File: src/hw/rtl/cie_pkg.sv
// ----------------------------------------------------------------------------
// cie_pkg - compressed instruction expander definitions
// Opcodes, instruction kinds and the decode/expand functions.
// ----------------------------------------------------------------------------
package cie_pkg;

  localparam int unsigned CWordW = 16;
  localparam int unsigned XWordW = 32;

  localparam logic [6:0] OPC_OP_IMM   = 7'h13;
  localparam logic [6:0] OPC_OP_IMM32 = 7'h1B;
  localparam logic [6:0] OPC_LUI      = 7'h37;
  localparam logic [6:0] OPC_JAL      = 7'h6F;
  localparam logic [6:0] OPC_JALR     = 7'h67;
  localparam logic [6:0] OPC_BRANCH   = 7'h63;
  localparam logic [6:0] OPC_OP       = 7'h33;
  localparam logic [6:0] OPC_SYSTEM   = 7'h73;

  localparam logic [1:0] QUAD_0 = 2'b00;
  localparam logic [1:0] QUAD_1 = 2'b01;
  localparam logic [1:0] QUAD_2 = 2'b10;

  localparam logic [2:0] F3_000 = 3'b000;
  localparam logic [2:0] F3_001 = 3'b001;
  localparam logic [2:0] F3_010 = 3'b010;
  localparam logic [2:0] F3_011 = 3'b011;
  localparam logic [2:0] F3_100 = 3'b100;
  localparam logic [2:0] F3_101 = 3'b101;
  localparam logic [2:0] F3_110 = 3'b110;
  localparam logic [2:0] F3_111 = 3'b111;

  localparam logic [4:0] REG_ZERO = 5'd0;
  localparam logic [4:0] REG_RA   = 5'd1;
  localparam logic [4:0] REG_SP   = 5'd2;

  typedef enum logic [3:0] {
    K_NONE,
    K_ADDI4SPN,
    K_ADDI,
    K_LI,
    K_ADDI16SP,
    K_LUI,
    K_JAL,
    K_ADDIW,
    K_J,
    K_BEQZ,
    K_BNEZ,
    K_JR,
    K_JALR,
    K_MV,
    K_ADD,
    K_EBREAK
  } kind_t;

  function automatic kind_t decode_kind(input logic [CWordW-1:0] c, input logic rv64);
    logic [4:0] rd;
    logic [4:0] rs2;
    logic       top;
    kind_t      k;
    rd  = c[11:7];
    rs2 = c[6:2];
    top = c[12];
    k   = K_NONE;
    case (c[1:0])
      QUAD_0: begin
        if (c[15:13] == F3_000 && c != '0) k = K_ADDI4SPN;
      end
      QUAD_1: begin
        case (c[15:13])
          F3_000: k = K_ADDI;
          F3_001: k = rv64 ? K_ADDIW : K_JAL;
          F3_010: k = K_LI;
          F3_011: begin
            if (rd == REG_SP) k = K_ADDI16SP;
            else if (rd != REG_ZERO) k = K_LUI;
          end
          F3_101: k = K_J;
          F3_110: k = K_BEQZ;
          F3_111: k = K_BNEZ;
          default: k = K_NONE;
        endcase
      end
      QUAD_2: begin
        if (c[15:13] == F3_100) begin
          if (rd != REG_ZERO && rs2 == REG_ZERO) k = top ? K_JALR : K_JR;
          else if (!top && rd != REG_ZERO) k = K_MV;
          else if (rd != REG_ZERO) k = K_ADD;
          else if (top && rs2 == REG_ZERO) k = K_EBREAK;
        end
      end
      default: k = K_NONE;
    endcase
    return k;
  endfunction

  function automatic logic [XWordW-1:0] expand(input logic [CWordW-1:0] c,
                                               input kind_t k);
    logic [4:0]  rd;
    logic [4:0]  rs2;
    logic [4:0]  rdp;
    logic [11:0] imm_ci;
    logic [11:0] imm_4spn;
    logic [11:0] imm_16sp;
    logic [9:0]  j_lo;
    logic [5:0]  b_hi;
    logic [3:0]  b_lo;
    logic [XWordW-1:0] w;
    rd       = c[11:7];
    rs2      = c[6:2];
    rdp      = {2'b01, c[9:7]};
    imm_ci   = {{6{c[12]}}, c[12], c[6:2]};
    imm_4spn = {2'b00, c[10:7], c[12:11], c[5], c[6], 2'b00};
    imm_16sp = {{2{c[12]}}, c[12], c[4:3], c[5], c[2], c[6], 4'b0000};
    // C.J/C.JAL offset bits 10:1
    j_lo     = {c[8], c[10:9], c[6], c[7], c[2], c[11], c[5:3]};
    b_hi     = {{3{c[12]}}, c[6:5], c[2]};
    b_lo     = {c[11:10], c[4:3]};
    w        = {{(XWordW-CWordW){1'b0}}, c};
    case (k)
      K_ADDI4SPN: w = {imm_4spn, REG_SP, F3_000, {2'b01, c[4:2]}, OPC_OP_IMM};
      K_ADDI:     w = {imm_ci, rd, F3_000, rd, OPC_OP_IMM};
      K_ADDIW:    w = {imm_ci, rd, F3_000, rd, OPC_OP_IMM32};
      K_LI:       w = {imm_ci, REG_ZERO, F3_000, rd, OPC_OP_IMM};
      K_ADDI16SP: w = {imm_16sp, REG_SP, F3_000, REG_SP, OPC_OP_IMM};
      K_LUI:      w = {{14{c[12]}}, c[12], c[6:2], rd, OPC_LUI};
      K_JAL:      w = {c[12], j_lo, c[12], {8{c[12]}}, REG_RA, OPC_JAL};
      K_J:        w = {c[12], j_lo, c[12], {8{c[12]}}, REG_ZERO, OPC_JAL};
      K_BEQZ:     w = {c[12], b_hi, REG_ZERO, rdp, F3_000, b_lo, c[12], OPC_BRANCH};
      K_BNEZ:     w = {c[12], b_hi, REG_ZERO, rdp, F3_001, b_lo, c[12], OPC_BRANCH};
      K_JR:       w = {12'h000, rd, F3_000, REG_ZERO, OPC_JALR};
      K_JALR:     w = {12'h000, rd, F3_000, REG_RA, OPC_JALR};
      K_MV:       w = {12'h000, rs2, F3_000, rd, OPC_OP_IMM};
      K_ADD:      w = {7'h00, rs2, rd, F3_000, rd, OPC_OP};
      K_EBREAK:   w = {12'h001, REG_ZERO, F3_000, REG_ZERO, OPC_SYSTEM};
      default:    w = {{(XWordW-CWordW){1'b0}}, c};
    endcase
    return w;
  endfunction

endpackage

File: src/hw/rtl/compressed_instruction_expander.sv
// ----------------------------------------------------------------------------
// compressed_instruction_expander - 16-bit to 32-bit instruction expansion
// Pipeline: an input transfer passes the capture, decode and build registers in
// order before the earliest result transfer; out_tvalid rises once build is loaded.
// Throughput: one instruction per cycle while out_tready is high; each stage advances when the next frees.
// Reset: synchronous active-low rst_n empties the pipeline and clears rv64 mode.
// ----------------------------------------------------------------------------
module compressed_instruction_expander (
  input  logic                        clk,
  input  logic                        rst_n,
  input  logic                        cfg_wr_en,
  input  logic                        cfg_wr_data,   // rv64_mode
  input  logic                        in_tvalid,
  output logic                        in_tready,
  input  logic [cie_pkg::CWordW-1:0]  in_tdata,      // compressed_word
  output logic                        out_tvalid,
  input  logic                        out_tready,
  output logic [cie_pkg::XWordW-1:0]  out_tdata,     // expanded_word
  output logic                        out_tuser      // recognized
);
  import cie_pkg::*;

  logic rv64_mode_r;

  // stage A: captured word
  logic              va_r;
  logic [CWordW-1:0] word_a_r;
  // stage B: word plus decoded kind
  logic              vb_r;
  logic [CWordW-1:0] word_b_r;
  kind_t             kind_b_r;
  kind_t             kind_nxt;
  // stage C: result register
  logic              vc_r;
  logic [XWordW-1:0] exp_c_r;
  logic              rec_c_r;
  logic [XWordW-1:0] exp_nxt;

  logic ready_a;
  logic ready_b;
  logic ready_c;

  assign ready_c   = !vc_r || out_tready;
  assign ready_b   = !vb_r || ready_c;
  assign ready_a   = !va_r || ready_b;
  assign in_tready = ready_a;

  assign kind_nxt = decode_kind(word_a_r, rv64_mode_r);
  assign exp_nxt  = expand(word_b_r, kind_b_r);

  always_ff @(posedge clk) begin
    if (!rst_n) begin
      rv64_mode_r <= 1'b0;
    end else if (cfg_wr_en) begin
      rv64_mode_r <= cfg_wr_data;
    end
  end

  always_ff @(posedge clk) begin
    if (!rst_n) begin
      va_r <= 1'b0;
      vb_r <= 1'b0;
      vc_r <= 1'b0;
    end else begin
      if (ready_a) va_r <= in_tvalid;
      if (ready_b) vb_r <= va_r;
      if (ready_c) vc_r <= vb_r;
    end
  end

  always_ff @(posedge clk) begin
    if (ready_a && in_tvalid) begin
      word_a_r <= in_tdata;
    end
    if (ready_b && va_r) begin
      word_b_r <= word_a_r;
      kind_b_r <= kind_nxt;
    end
    if (ready_c && vb_r) begin
      exp_c_r <= exp_nxt;
      rec_c_r <= (kind_b_r != K_NONE);
    end
  end

  assign out_tvalid = vc_r;
  assign out_tdata  = exp_c_r;
  assign out_tuser  = rec_c_r;

`ifndef SYNTHESIS
  // passed-through words are zero-extended
  a_pass_zext: assert property (@(posedge clk) disable iff (!rst_n)
    (out_tvalid && !out_tuser) |-> (out_tdata[XWordW-1:CWordW] == '0))
    else $error("unexpanded word not zero-extended");

  // every expanded instruction is a full-length encoding
  a_exp_len: assert property (@(posedge clk) disable iff (!rst_n)
    (out_tvalid && out_tuser) |-> (out_tdata[1:0] == 2'b11))
    else $error("expanded instruction lacks 32-bit opcode marker");

  a_in_taken: assert property (@(posedge clk) disable iff (!rst_n)
    (in_tvalid && in_tready) |=> va_r)
    else $error("accepted transfer lost at first stage");

  // a held decode stage keeps its item
  a_b_hold: assert property (@(posedge clk) disable iff (!rst_n)
    (vb_r && !ready_c) |=> (vb_r && $stable(kind_b_r) && $stable(word_b_r)))
    else $error("decode stage changed while stalled");
`endif

endmodule
File: config.mk
export PLATFORM = sky130hd
export DESIGN_NAME = compressed_instruction_expander
export DESIGN_NICKNAME = d
export VERILOG_FILES = /design/src/hw/rtl/cie_pkg.sv /design/src/hw/rtl/compressed_instruction_expander.sv
export SDC_FILE = /design/constraint.sdc
export NUM_CORES = 1
export LEC_CHECK = 0
export ABC_CLOCK_PERIOD_IN_PS = 3630
export BUFFER_PORTS_ARGS = -buffer_cell sky130_fd_sc_hd__buf_2
export CORE_MARGIN = 2
export CORE_UTILIZATION = 43
export CTS_CLUSTER_SIZE = 25
export DETAILED_ROUTE_END_ITERATION = 12
export GPL_TIMING_DRIVEN = 0
export SYNTH_ARGS = -nofsm -noshare
export SYNTH_HDL_FRONTEND = slang
export SYNTH_SLANG_ARGS = --single-unit
File: constraint.sdc
create_clock -name clk -period 3.63 [get_ports clk]
set_input_delay 0.5445 -clock clk [delete_from_list [all_inputs] [get_ports clk]]
set_output_delay 0.5445 -clock clk [all_outputs]
set_load 0.005 [all_outputs]
==> summary.txt <==
Logic synthesis
  • Mapped Area: 3780 um2
  • Multiplexer area fraction after synthesis: 2.22%
  • Syn Nets: 376
  • Syn. warnings: 0
  • Post-synthesis simple-gate area fraction: 15.1%
  • Xor and xnor area share after synthesis: 0.464%
  • #FFs+latches synth: 73
  • Cells after synthesis: 354
  • Post-synthesis adder-cell area fraction: 0%
  • Sequential-to-total area share from yosys stat: 57.0%
  • Main combinational cell family by area after synthesis: compound AO/OA/AOI/OAI gates
  • Number of flops mapped to enable cells by yosys: 69
  • Post-synthesis average cell area: 10.7 um2
  • Synth cell types: 56
  • Synth async-reset ratio: 0%
  • Top_reg_cell synth: edfxtp_1
  • Post-synthesis compound-gate area fraction: 21.0%

Routing
  • DRC viols: 0
  • DR iter-0 viols: 301
  • Routed Wire Length: 10.1 mm
  • Top routing layer used: met4
  • Met3 WL: 826 um
  • Avg WL per Cell: 18.9 um
  • TritonRoute pass-1 iters: 5
  • Vias per inst: 5.89
  • Met2 wire len: 4.83 mm
  • Final antenna-violating net count: 0
  • Routed metal-1 wire length: 4.01 mm
  • Via count: 3151

Critical path
  • Crit path capture type: output port
  • CP required: 3.09 ns
  • Critical setup path kind: flop to output port
  • R2R Setup Slk: 1.66 ns
  • CP Launch Type: flop
  • Reg2reg start: kind_b_r[1]$_DFFE_PP_
  • R2R cell count: 6
  • CP Max Fanout: 6
  • Worst r2r dst: out_tdata[26]$_DFFE_PP_
  • Critical path data arrival time: 1.49 ns

Floorplan
  • Initial Util: 43.7%
  • Core ar.: 8640 um2
  • Die area: 9550 um2
  • Row count: 34
  • Die Y-Extent: 97.7 um
  • Top-Level Pins: 57
  • Die width: 97.7 um

Timing
  • Fmax: 491 MHz
  • Clock Skew: 0.0178 ns
  • Max-slew violation count: 0
  • RSZ-0062 raised after global routing: no
  • Final hold vios: 0
  • Final setup viols: 0
  • TNS Setup: 0 ns
  • Minimum clock period: 2.04 ns
  • Max-slew headroom: 39.8%
  • Worst slew pin tran: 0.899 ns
  • Final period util: 56.1%

Placement
  • DP Wirelength: 7.01 mm
  • Placed cell count: 519
  • GPL Wtd Cong: 1.03
  • PortBufs: 56
  • Post-DP Area: 4220 um2

Clock tree
  • CTS tree: built
  • TritonCTS Sinks: 73
  • Post-CTS resize count: 0
  • Skew-Pair Late Insertion Delay: 0.36 ns
  • Max H-tree Level: 3
  • Root buffer cell: clkbuf_8
  • Clock slew at reported path FFs: 0.08 ns
  • Post-CTS Setup Inserts: 0
  • Clock tree buffer depth: 2
  • Hold Buf Count CTS: 0
  • TritonCTS Buffers: 9

Layout
  • Final Instance Area: 4410 um2
  • Most common cell after layout, fill and taps aside: buf_2
  • Non-Filler Instances: 535
  • Commonest cells after routing, fill and taps aside: buf_2, edfxtp_1, nand2_1
  • ANT cells: 0
  • Area growth from synthesis to layout: 16.8%
  • FILL cells: 842
  • Final Util: 51.1%
  • Nets@finish: 444
  • Share of layout cells above drive strength 1: 24.4%

Worst hold path
  • Hold EP: word_a_r[0]$_DFFE_PP_
  • HP Start: in_tdata[0]
  • Hold Path Depth: 1
  • Hold Path Class: input pin to flop

GRT
  • Initial antenna violation count: 0
  • Grt total ovfl: 0
  • Total track usage: 21.7%
  • Vias in the first global route: 3049
  • Largest net degree at the start of global routing: 34
  • First-pass GRT wire length: 16.0 mm

Power
  • Max IR drop VDD: 0.254 mV
  • Pwr/cell area: 434 nW/um2
  • Pwr Total: 1.92 mW
  • Leak: 1.62 nW

Run status
  • Status: complete, no violations

Job
  • Max-cap viol count: 0
## layer usage
metal	global-route usage [%]	vias to the layer above
met2	34.9	173
met1	27.3	1477
met5	0	-
met4	11.2	0
li1	-	1462
met3	5.11	39
## synth_stat cells (5+ instances only)
cell type  instances  area, um2
inv_1              6       22.5
a22oi_1           11       82.6
o21ai_0           26        130
clkbuf_1          12       45.0
nor2_1            30        113
edfxtp_1          69       2070
buf_2             14       70.1
o22ai_1            9       56.3
a21oi_1           31        155
mux2i_1            5       50.1
nand2b_1           9       56.3
o21ai_1            7       35.0
nand2_1           34        128
nor2b_1           14       87.6
## cell families (layout without fill, tap and decap cells)
group / Yosys count / count (layout)
xor gates and xnor gates: 2 / 2
and+or+nand+nor: 110 / 110
buffers and inverters: 37 / 110
muxes: 8 / 8
AOI/OAI and AO/OA: 124 / 124
DFF: 73 / 73
## critical path, stage by stage, from the launching register on
cell	delay [ns]
dfxtp_1	0.32
nor2b_1	0.50
nand3_1	0.16
buf_2	0.16
## how the worst max path moves through the flow
| stage | from | end | slack [ns] |
|---|---|---|---|
| 2_1_floorplan | out_tready | kind_b_r[0]$_DFFE_PP_ | 1.05 |
| 3_3_place_gp | out_tready | word_b_r[6]$_DFFE_PP_ | 0.47 |
| 3_5_place_dp | out_tready | word_a_r[6]$_DFFE_PP_ | 1.65 |
| 4_1_cts | out_tvalid$_SDFFE_PN0P_ | in_tready | 1.59 |
| 5_1_grt | out_tvalid$_SDFFE_PN0P_ | in_tready | 1.48 |
| 6_report | out_tvalid$_SDFFE_PN0P_ | in_tready | 1.59 |
## registers in the layout, indices dropped and copies added (netlist names)
register	flops
out_tvalid	1
out_tuser	1
kind_b_r	4
rv64_mode_r	1
word_b_r	16
word_a_r	16
va_r	1
out_tdata	32
vb_r	1
## layout make-up
type                            count  area (um2)  area share (%)
Multi-Input combinational cell    244        1480            33.6
Buffer                             29         130            2.95
Inverter                            8        30.0           0.681
Timing Repair Buffer               57         295            6.69
Tap cell                          108         135            3.06
Clock inverter                      5        56.3            1.28
Clock buffer                       11         131            2.98
Sequential cell                    73        2150            48.8
## where the power goes
part	total, mW	leakage (nW)	internal (mW)	switching, mW
Clock	0.622	0.0933	0.317	0.305
Combinational	0.283	0.851	0.108	0.176
Sequential	1.01	0.674	0.978	0.0333
## through the flow
step	setup slack (ns)	hold slack, ns
2_1_floorplan	1.05	0.424
5_1_grt	1.48	0.346
4_1_cts	1.59	0.355
3_5_place_dp	1.65	0.441
3_3_place_gp	0.468	0.440
6_report	1.59	0.367
Power figures use the tool's default switching activity.
